[src/hw/rtl/tlb_lookup_fifo_replace_core_macros.svh]
// ----------------------------------------------------------------------------
// TLB lookup core assertion macros
// Concurrent assertion wrappers, empty when built for synthesis.
// ----------------------------------------------------------------------------
`ifndef TLB_LOOKUP_FIFO_REPLACE_CORE_MACROS_SVH
`define TLB_LOOKUP_FIFO_REPLACE_CORE_MACROS_SVH
`ifndef SYNTHESIS
`define TLBF_ASSERT_IMP(label, clk, rst_n, ante, cons, msg) \
  label: assert property (@(posedge clk) disable iff (!rst_n) (ante) |-> (cons)) \
    else $error(msg);
`define TLBF_ASSERT_NXT(label, clk, rst_n, ante, cons, msg) \
  label: assert property (@(posedge clk) disable iff (!rst_n) (ante) |=> (cons)) \
    else $error(msg);
`else
`define TLBF_ASSERT_IMP(label, clk, rst_n, ante, cons, msg)
`define TLBF_ASSERT_NXT(label, clk, rst_n, ante, cons, msg)
`endif
`endif

[src/hw/rtl/tlbf_pkg.sv]
// ----------------------------------------------------------------------------
// TLB lookup package
// Field widths, default parameters and the beat types passed along the chain.
// ----------------------------------------------------------------------------
package tlbf_pkg;

  localparam int TLB_DEPTH_DEF  = 32;
  localparam int PAGE_BYTES_DEF = 32;
  localparam int ADDR_BITS_DEF  = 32;

  localparam int PID_W   = 16;
  localparam int LADDR_W = 32;
  localparam int PADDR_W = 32;
  localparam int PAGE_W  = 27;
  localparam int CFG_W   = 6;

  localparam logic [CFG_W-1:0] CFG_RESET = 6'd32;

  typedef struct packed {
    logic              valid;
    logic              hit;
    logic [PID_W-1:0]  pid;
    logic [PAGE_W-1:0] page;
    logic [PAGE_W-1:0] frame;
  } query_t;

  typedef struct packed {
    logic [PID_W-1:0]  pid;
    logic [PAGE_W-1:0] page;
    logic [PAGE_W-1:0] frame;
  } slot_t;

endpackage

[src/hw/rtl/tlbf_split.sv]
// ----------------------------------------------------------------------------
// TLB address split
// Splits a logical address into page and offset through a reciprocal
// multiply, a back-multiply and one correction step.
// ----------------------------------------------------------------------------
module tlbf_split #(
  parameter int ADDR_BITS  = tlbf_pkg::ADDR_BITS_DEF,
  parameter int PAGE_BYTES = tlbf_pkg::PAGE_BYTES_DEF,
  localparam int OFS_W     = $clog2(PAGE_BYTES)
) (
  input  logic                         clk,
  input  logic                         rst_n,
  input  logic                         in_valid,
  input  logic [tlbf_pkg::PID_W-1:0]   in_pid,
  input  logic [tlbf_pkg::LADDR_W-1:0] in_addr,
  output logic                         out_valid,
  output logic [tlbf_pkg::PID_W-1:0]   out_pid,
  output logic [tlbf_pkg::PAGE_W-1:0]  out_page,
  output logic [OFS_W-1:0]             out_offset
);
  import tlbf_pkg::*;

  localparam logic [LADDR_W-1:0] AMASK = (ADDR_BITS >= LADDR_W) ? {LADDR_W{1'b1}} :
                                         LADDR_W'((64'd1 << ADDR_BITS) - 64'd1);
  localparam logic [63:0] RECIP64 = (64'd1 << LADDR_W) / 64'(PAGE_BYTES);
  localparam logic [LADDR_W-1:0] RECIP = RECIP64[LADDR_W-1:0];
  localparam logic [16:0] PB = 17'(PAGE_BYTES);
  localparam logic [LADDR_W-1:0] PB32 = LADDR_W'(PAGE_BYTES);

  logic v0_r, v1_r, v2_r, v3_r;
  logic [LADDR_W-1:0] a0_r, a1_r, a2_r;
  logic [PID_W-1:0]   pid0_r, pid1_r, pid2_r, pid3_r;
  logic [LADDR_W-1:0] prod_hi_r, qest_r, qp_r;
  logic [PAGE_W-1:0]  page3_r;
  logic [OFS_W-1:0]   ofs3_r;

  logic [2*LADDR_W-1:0] prod;
  logic [LADDR_W+16:0]  qpw;
  logic [LADDR_W-1:0]   rem, rem_c, q_c;
  logic                 ge;

  assign prod  = a0_r * RECIP;
  assign qpw   = prod_hi_r * PB;
  assign rem   = a2_r - qp_r;
  assign ge    = (rem >= PB32);
  assign rem_c = ge ? (rem - PB32) : rem;
  assign q_c   = ge ? (qest_r + 1'b1) : qest_r;

  always_ff @(posedge clk) begin
    if (!rst_n) begin
      v0_r <= 1'b0;
      v1_r <= 1'b0;
      v2_r <= 1'b0;
      v3_r <= 1'b0;
    end else begin
      v0_r <= in_valid;
      v1_r <= v0_r;
      v2_r <= v1_r;
      v3_r <= v2_r;
    end
  end

  always_ff @(posedge clk) begin
    a0_r      <= in_addr & AMASK;
    pid0_r    <= in_pid;
    a1_r      <= a0_r;
    pid1_r    <= pid0_r;
    prod_hi_r <= prod[2*LADDR_W-1:LADDR_W];
    a2_r      <= a1_r;
    pid2_r    <= pid1_r;
    qest_r    <= prod_hi_r;
    qp_r      <= qpw[LADDR_W-1:0];
    pid3_r    <= pid2_r;
    page3_r   <= q_c[PAGE_W-1:0];
    ofs3_r    <= rem_c[OFS_W-1:0];
  end

  assign out_valid  = v3_r;
  assign out_pid    = pid3_r;
  assign out_page   = page3_r;
  assign out_offset = ofs3_r;

endmodule

[src/hw/rtl/tlbf_cell.sv]
// ----------------------------------------------------------------------------
// TLB cell
// One TLB slot: compares the passing query against its entry, marks a hit
// with its frame and hands the query on to the next cell.
// ----------------------------------------------------------------------------
module tlbf_cell (
  input  logic            clk,
  input  logic            rst_n,
  input  logic            active,
  input  logic            wr_en,
  input  tlbf_pkg::slot_t wr_data,
  input  tlbf_pkg::query_t q_in,
  output tlbf_pkg::query_t q_out
);
  import tlbf_pkg::*;

  logic   valid_r;
  slot_t  slot_r;
  query_t q_r, q_nxt;
  logic   match;

  assign match = q_in.valid && !q_in.hit && active && valid_r &&
                 (slot_r.pid == q_in.pid) && (slot_r.page == q_in.page);

  always_comb begin
    q_nxt = q_in;
    if (match) begin
      q_nxt.hit   = 1'b1;
      q_nxt.frame = slot_r.frame;
    end
  end

  always_ff @(posedge clk) begin
    q_r.hit   <= q_nxt.hit;
    q_r.pid   <= q_nxt.pid;
    q_r.page  <= q_nxt.page;
    q_r.frame <= q_nxt.frame;
    if (wr_en) begin
      slot_r <= wr_data;
    end
    if (!rst_n) begin
      valid_r   <= 1'b0;
      q_r.valid <= 1'b0;
    end else begin
      q_r.valid <= q_nxt.valid;
      if (wr_en) begin
        valid_r <= 1'b1;
      end
    end
  end

  assign q_out = q_r;

endmodule

[src/hw/rtl/tlb_lookup_fifo_replace_core.sv]
// ----------------------------------------------------------------------------
// TLB lookup core with FIFO replacement
// Fully associative TLB held as a row of slot cells.
// Input beat: process id and logical address. Output beat: physical address,
// page number and a hit flag. cfg_wr_en writes the count of slots in use.
// A lookup passes 4 register stages of address split (the first at the
// accepting edge), walks the cell row one cell a cycle, then takes 2
// stages to form the physical address. One lookup is in flight at a time.
// A miss inserts its entry into the next free slot, then over the oldest.
// in_tready rises again as the result enters the output register, so the
// next beat is taken while that result waits. A stalled receiver holds the
// finished result in a second register and keeps in_tready low.
// Reset empties all slots, the fill count and the FIFO pointer, and sets
// the slot count to 32.
// ----------------------------------------------------------------------------
`include "tlb_lookup_fifo_replace_core_macros.svh"

module tlb_lookup_fifo_replace_core #(
  parameter int TLB_DEPTH  = tlbf_pkg::TLB_DEPTH_DEF,
  parameter int PAGE_BYTES = tlbf_pkg::PAGE_BYTES_DEF,
  parameter int ADDR_BITS  = tlbf_pkg::ADDR_BITS_DEF
) (
  input  logic                       clk,
  input  logic                       rst_n,
  input  logic                       in_tvalid,
  output logic                       in_tready,
  // [15:0] process_id, [47:16] logical_address
  input  logic [47:0]                in_tdata,
  output logic                       out_tvalid,
  input  logic                       out_tready,
  // [31:0] physical_address, [58:32] page_number, [63:59] zero
  output logic [63:0]                out_tdata,
  // [0] tlb_hit
  output logic                       out_tuser,
  input  logic                       cfg_wr_en,
  input  logic [tlbf_pkg::CFG_W-1:0] cfg_wr_data
);
  import tlbf_pkg::*;

  localparam int NW    = $clog2(TLB_DEPTH + 1);
  localparam int PW    = $clog2(TLB_DEPTH);
  localparam int CW    = (NW > CFG_W) ? NW : CFG_W;
  localparam int OFS_W = $clog2(PAGE_BYTES);
  localparam logic [16:0] PB = 17'(PAGE_BYTES);

  logic [CFG_W-1:0] cfg_r;
  logic             busy_r;
  logic [NW-1:0]    fill_r, fill_nxt;
  logic [PW-1:0]    ptr_r, ptr_nxt;
  logic [NW-1:0]    n_act;
  logic [CW-1:0]    cfg_ext;

  logic             sp_valid;
  logic [PID_W-1:0] sp_pid;
  logic [PAGE_W-1:0] sp_page;
  logic [OFS_W-1:0] sp_ofs;
  logic [OFS_W-1:0] ofs_r;

  query_t chain [TLB_DEPTH+1];
  logic [TLB_DEPTH-1:0] active;
  logic [TLB_DEPTH-1:0] wr_en;
  slot_t  wr_data;
  query_t exit_q;
  logic   ins_en;
  logic [PW-1:0] ins_slot, old_slot;

  logic [PAGE_W+16:0]  fprod;
  logic                fin_valid_r;
  logic [PADDR_W-1:0]  fprod_r;
  logic                fin_hit_r;
  logic [PAGE_W-1:0]   fin_page_r;
  logic                load_out;
  logic [PADDR_W-1:0]  phys;

  logic                out_valid_r;
  logic [63:0]         out_data_r;
  logic                out_hit_r;

  assign in_tready = !busy_r;

  // slot count in use, clamped to 1 .. TLB_DEPTH
  always_comb begin
    cfg_ext = CW'(cfg_r);
    if (cfg_ext == '0) begin
      n_act = NW'(1);
    end else if (cfg_ext > CW'(TLB_DEPTH)) begin
      n_act = NW'(TLB_DEPTH);
    end else begin
      n_act = cfg_ext[NW-1:0];
    end
  end

  always_comb begin
    for (int i = 0; i < TLB_DEPTH; i++) begin
      active[i] = (NW'(i) < n_act);
      wr_en[i]  = ins_en && (ins_slot == PW'(i));
    end
  end

  tlbf_split #(
    .ADDR_BITS  (ADDR_BITS),
    .PAGE_BYTES (PAGE_BYTES)
  ) u_split (
    .clk        (clk),
    .rst_n      (rst_n),
    .in_valid   (in_tvalid && in_tready),
    .in_pid     (in_tdata[15:0]),
    .in_addr    (in_tdata[47:16]),
    .out_valid  (sp_valid),
    .out_pid    (sp_pid),
    .out_page   (sp_page),
    .out_offset (sp_ofs)
  );

  always_comb begin
    chain[0].valid = sp_valid;
    chain[0].hit   = 1'b0;
    chain[0].pid   = sp_pid;
    chain[0].page  = sp_page;
    chain[0].frame = sp_page;
  end

  for (genvar g = 0; g < TLB_DEPTH; g++) begin : g_cell
    tlbf_cell u_cell (
      .clk     (clk),
      .rst_n   (rst_n),
      .active  (active[g]),
      .wr_en   (wr_en[g]),
      .wr_data (wr_data),
      .q_in    (chain[g]),
      .q_out   (chain[g+1])
    );
  end

  assign exit_q = chain[TLB_DEPTH];
  assign ins_en = exit_q.valid && !exit_q.hit;

  always_comb begin
    wr_data.pid   = exit_q.pid;
    wr_data.page  = exit_q.page;
    wr_data.frame = exit_q.page;
  end

  // fill free slots first, then replace oldest in FIFO order
  always_comb begin
    fill_nxt = fill_r;
    ptr_nxt  = ptr_r;
    old_slot = (NW'(ptr_r) >= n_act) ? '0 : ptr_r;
    if (fill_r < n_act) begin
      ins_slot = fill_r[PW-1:0];
      if (ins_en) begin
        fill_nxt = fill_r + 1'b1;
      end
    end else begin
      ins_slot = old_slot;
      if (ins_en) begin
        ptr_nxt = ((NW'(old_slot) + 1'b1) == n_act) ? '0 : (old_slot + 1'b1);
      end
    end
  end

  assign fprod    = exit_q.frame * PB;
  assign load_out = fin_valid_r && (!out_valid_r || out_tready);
  assign phys     = fprod_r + PADDR_W'(ofs_r);

  always_ff @(posedge clk) begin
    if (!rst_n) begin
      cfg_r       <= CFG_RESET;
      busy_r      <= 1'b0;
      fill_r      <= '0;
      ptr_r       <= '0;
      fin_valid_r <= 1'b0;
      out_valid_r <= 1'b0;
    end else begin
      if (cfg_wr_en) begin
        cfg_r <= cfg_wr_data;
      end
      fill_r <= fill_nxt;
      ptr_r  <= ptr_nxt;
      if (in_tvalid && in_tready) begin
        busy_r <= 1'b1;
      end else if (load_out) begin
        busy_r <= 1'b0;
      end
      if (exit_q.valid) begin
        fin_valid_r <= 1'b1;
      end else if (load_out) begin
        fin_valid_r <= 1'b0;
      end
      if (load_out) begin
        out_valid_r <= 1'b1;
      end else if (out_tready) begin
        out_valid_r <= 1'b0;
      end
    end
  end

  always_ff @(posedge clk) begin
    if (sp_valid) begin
      ofs_r <= sp_ofs;
    end
    if (exit_q.valid) begin
      fprod_r    <= fprod[PADDR_W-1:0];
      fin_hit_r  <= exit_q.hit;
      fin_page_r <= exit_q.page;
    end
    if (load_out) begin
      out_data_r <= {5'd0, fin_page_r, phys};
      out_hit_r  <= fin_hit_r;
    end
  end

  assign out_tvalid = out_valid_r;
  assign out_tdata  = out_data_r;
  assign out_tuser  = out_hit_r;

  `TLBF_ASSERT_NXT(a_accept_blocks, clk, rst_n, in_tvalid && in_tready, !in_tready,
                   "beat accepted while lookup in flight")
  `TLBF_ASSERT_IMP(a_exit_busy, clk, rst_n, exit_q.valid, busy_r && !fin_valid_r,
                   "chain exit without pending lookup")
  `TLBF_ASSERT_NXT(a_fill_step, clk, rst_n, ins_en && (fill_r < n_act),
                   fill_r == ($past(fill_r) + 1'b1), "fill count did not advance on miss")

endmodule
[config.mk]
export PLATFORM = sky130hd
export DESIGN_NAME = tlb_lookup_fifo_replace_core
export DESIGN_NICKNAME = d
export VERILOG_FILES = /design/src/hw/rtl/tlbf_pkg.sv /design/src/hw/rtl/tlbf_split.sv /design/src/hw/rtl/tlbf_cell.sv /design/src/hw/rtl/tlb_lookup_fifo_replace_core.sv
export VERILOG_INCLUDE_DIRS = /design/src /design/src/hw/rtl
export SDC_FILE = /design/constraint.sdc
export NUM_CORES = 2
export LEC_CHECK = 0
export BUFFER_PORTS_ARGS = -buffer_cell sky130_fd_sc_hd__buf_2
export CAP_MARGIN = 25
export CORE_ASPECT_RATIO = 1.4
export CORE_MARGIN = 3
export CORE_UTILIZATION = 40
export DETAILED_ROUTE_END_ITERATION = 8
export PLACE_DENSITY_LB_ADDON = 0.3
export SYNTH_ARGS = -nofsm -noshare
export SYNTH_HDL_FRONTEND = slang
export SYNTH_SLANG_ARGS = --single-unit
[constraint.sdc]
create_clock -name clk -period 7.45 [get_ports clk]
set_input_delay 0.3725 -clock clk [delete_from_list [all_inputs] [get_ports clk]]
set_output_delay 0.3725 -clock clk [all_outputs]
set_load 0.005 [all_outputs]
==> results.md <==
* Synth Area in Simple Gates at 3.79%
* Clk_skew at about 97 ps
* Period minus WS final at 5670 ps
* R2R Setup Slk at 1780 ps
* Final Hold Fails at 0
* Worst-path fanout max at 29
* Leak at roughly 52 nW
* Final cycle utilization of the critical path at 76.1%
* Asr flop ratio synth at 0%
* Area after DPL at between 100000 and 150000 um2
* Sink Count at 4048
* Largest family of logic cells by synthesized area: XOR/XNOR gates
* Synth unique cells at 68
* Yosys warning count at 0
* I/O pin total at 126
* Vias in the first global route at 63868
* Drt pass-1 iters at 5
* Final instance area at 144000 um2
* Vias at 60626
* Fmax at 176 MHz
* Avg Inst Size Synth at 16.9 um2
* Fraction of layout cells with a size suffix above 1 at 21.9%
* Synth Instances at 7334
* CTS tree: yes
* Final Wtd Congestion at 0.887
* CP Class: flip-flop to flip-flop
* Drt total wl at 368000 um
* Setup bufs post-CTS at 0
* CP required at 8050 ps
* Syn Std Cell Area at 124000 um2
* Hpwl dp at 255000 um
* Chip height at roughly 670 um
* # port buffers at 120
* Setup TNS at 0 ps
* CP endpoint: g_cell[6].u_cell.slot_r[45]
* DRC at 0
* Peak supply drop at 0.230 mV
* Seq/Total Area, Yosys at 77.4%
* TritonCTS Buffers at 375
* Setup violators final at 0
* Synth-to-layout area growth at 16.1%
* Worst R2R Start: cfg_ext[5]
* H-tree levels at 5
* CORE AREA at 308000 um2
* Die ar. at between 300000 and 400000 um2
* Hold Crit Class: input pin to flip-flop
* Top FF cell, synth: dfxtp_1
* Crit path from: cfg_ext[5]
* Startpoint types: flip-flop
* RSZ-0062 raised after global routing: false
* Vias per cell at 4.90
* Initial antenna violation count at 49
* WP data arrival at 6280 ps
* Remaining Overflow, GRT at 0
* Compound-Gate Fraction of Synth Area at 0.797%
* CTS max path bufs at 4
* FP Rows at 241
* FF-to-FF End: g_cell[6].u_cell.slot_r[45]
* Post-synth EDFFs at approximately 1500
* PwrDens at 311 nW/um2
* Global-route wire length before repair at 500000 um
* Yosys reg bits at between 4000 and 5000
* Iteration-0 DRC Markers at 5353
* Worst skew pair latency at 940 ps
* Gates resized, CTS repair at 0
* Outcome: complete, no violations
* Number of routed nets with antenna violations at 0
* Rel. slew slack at 18.5%
* Crit. End Element: flip-flop
* R2R depth at 11
* Starting Density at between 40% and 50%
* Layout Nets at 7959
* Post-synthesis adder-cell area fraction at less than 1%
* Largest net degree at the start of global routing at 62
* Root Buffer: clkbuf_16
* Gr usage total at 22.7%
* Final slew viol count at 0
* Max_cap viols at 0
* Mux cell area share after synthesis at 7.70%
* Drt wl/cell at 29.8 um
* Worst slew pin tran at 1220 ps
* Post-synthesis xor/xnor area fraction at 9.65%
* Die Span X at 477 um
* Post-CTS Hold Fix Bufs at 63
* Clock transition at path regs at 70 ps
-- area by class of cell --
| class | count | area (um2) |
|---|---|---|
| Fill cell | 26547 | 164000 |
| Sequential cell | 4048 | 96100 |
| Multi-Input combinational cell | 3131 | 27700 |
| Clock buffer | 550 | 11300 |
| Tap cell | 4131 | 5170 |
| Timing Repair Buffer | 304 | 2190 |
| Clock inverter | 146 | 1400 |
| Inverter | 28 | 105 |
| Antenna cell | 27 | 67.6 |
-- synth_stat cells (all sizes together) (6+ instances only) --
master | n | area (um2)
o21ai | 16 | 80.1
nand3 | 30 | 150
buf | 62 | 345
xnor2 | 697 | 6100
a211oi | 8 | 60.1
dfxtp | 2552 | 51100
mux2i | 7 | 70.1
nor2 | 78 | 293
o22ai | 9 | 56.3
clkbuf | 69 | 259
nor4 | 212 | 1480
nand4 | 228 | 1430
ha | 12 | 150
a21oi | 16 | 80.1
and2 | 44 | 275
a221oi | 7 | 78.8
inv | 28 | 105
a31oi | 6 | 37.5
nand2 | 50 | 188
nor2b | 17 | 106
mux2 | 839 | 9490
or2 | 25 | 159
and3 | 10 | 62.6
nand2b | 15 | 93.8
o31a | 10 | 87.6
nor3 | 42 | 260
a21boi | 7 | 52.6
a2111oi | 6 | 109
nand4b | 13 | 114
xor2 | 668 | 5850
o21a | 17 | 128
edfxtp | 1496 | 44900
-- cells in the final DEF (no fill, tap or decap), types with 11 or more instances in the layout --
cell type and count:
mux2_1 18, nor2b_1 16, nor2_4 32, nand4b_1 13
inv_1 28, edfxtp_1 1496, clkinv_1 16, clkinv_2 63
clkbuf_8 70, and2_1 44, clkinvlp_4 11, nor2_1 46
nor3_1 30, dlygate4sd3_1 63, dfxtp_1 2507, ha_1 12
buf_2 121, xnor2_1 697, nor4_1 200, clkbuf_16 399
clkbuf_1 81, diode_2 27, nand3_1 28, xor2_1 668
buf_4 114, a21oi_1 16, nand2b_1 15, o21a_1 17
inv_4 11, nand4_1 227, nand2_1 50, dfxtp_2 35
bufinv_16 18, mux2_2 811, or2_2 24, o21ai_0 14
-- where the power goes --
group          internal (mW)  total [mW]  switching (mW)  leakage (nW)
Sequential              23.6        24.3           0.697          34.9
Combinational          0.444        1.08           0.637          10.5
Clock                   11.2        19.4            8.25          6.25
Total                   35.2        44.8            9.58          51.7
-- kinds of logic (layout without fill, tap and decap cells) --
group / count (synthesis) / after routing
AND/OR/NAND/NOR: 774 / 774
XOR/XNOR: 1366 / 1366
multiplexers: 846 / 846
other: 1 / 32
buffers and inverters: 159 / 1028
AO/OA/AOI/OAI: 128 / 128
flip-flops: 4048 / 4048
adder cells (fa/ha/maj): 12 / 12
-- flip-flops by register name, indices dropped and copies added (netlist names), 5 cells and up --
| register | count |
|---|---|
| u_split.pid1_r | 16 |
| u_split.a2_r | 31 |
| u_split.a1_r | 31 |
| out_tdata | 59 |
| fprod_r | 27 |
| fill_r | 6 |
| ofs_r | 5 |
| u_split.out_pid | 16 |
| g_cell.u_cell.slot_r | 1376 |
| cfg_ext | 6 |
| u_split.out_offset | 5 |
| ptr_r | 5 |
| fin_page_r | 27 |
| u_split.out_page | 27 |
| u_split.pid0_r | 16 |
| u_split.pid2_r | 16 |
| u_split.a0_r | 32 |
| g_cell.u_cell.q_out | 2304 |
| g_cell.u_cell.valid_r | 32 |
-- routing by layer --
layer,part of all wire [%],up-vias,global-route usage (%)
met5,0.022,-,0
met4,6.6,12,14.0
met3,4.8,788,3.00
met2,55,2143,43.5
met1,34,30589,23.0
li1,-,27094,-
-- critical path, cell delays in order (launching register included) --
cell and delay (ps):
dfxtp_1 930, inv_1 610, nand2_1 370, ha_1 310, a211o_1 310, o211ai_1 150, o21ai_1 110, buf_4 200
nor4_1 640, a22oi_1 490, nor2_4 840, buf_4 400
-- through the flow --
stage / total power, mW / hold slack (ps) / setup slack, ps / util [%] / std cells
floorplan: 24.9 / 310 / 2340 / - / 7338
global route: 46.0 / 35.0 / 1530 / 46.7 / 12343
finish: 44.8 / 67.2 / 1780 / 46.7 / 12365
CTS: 45.1 / 23.9 / 1910 / 46.7 / 12337
detailed placement: 25.9 / 312 / 1850 / 42.4 / 11578
global placement: 25.8 / 310 / 2010 / 42.4 / 11571
-- how the worst min path moves through the flow --
stage | from | slack [ps] | to | cells after the start
floorplan | u_split.a0_r[0] | 310 | u_split.a1_r[0] | 0
global placement | u_split.a0_r[17] | 310 | u_split.a1_r[17] | 0
detailed placement | u_split.a0_r[13] | 310 | u_split.a1_r[13] | 0
CTS | in_tdata[29] | 20 | u_split.a0_r[13] | 2
global route | in_tdata[36] | 30 | u_split.a0_r[20] | 2
finish | in_tdata[29] | 70 | u_split.a0_r[13] | 2
Power figures use the tool's default switching activity.
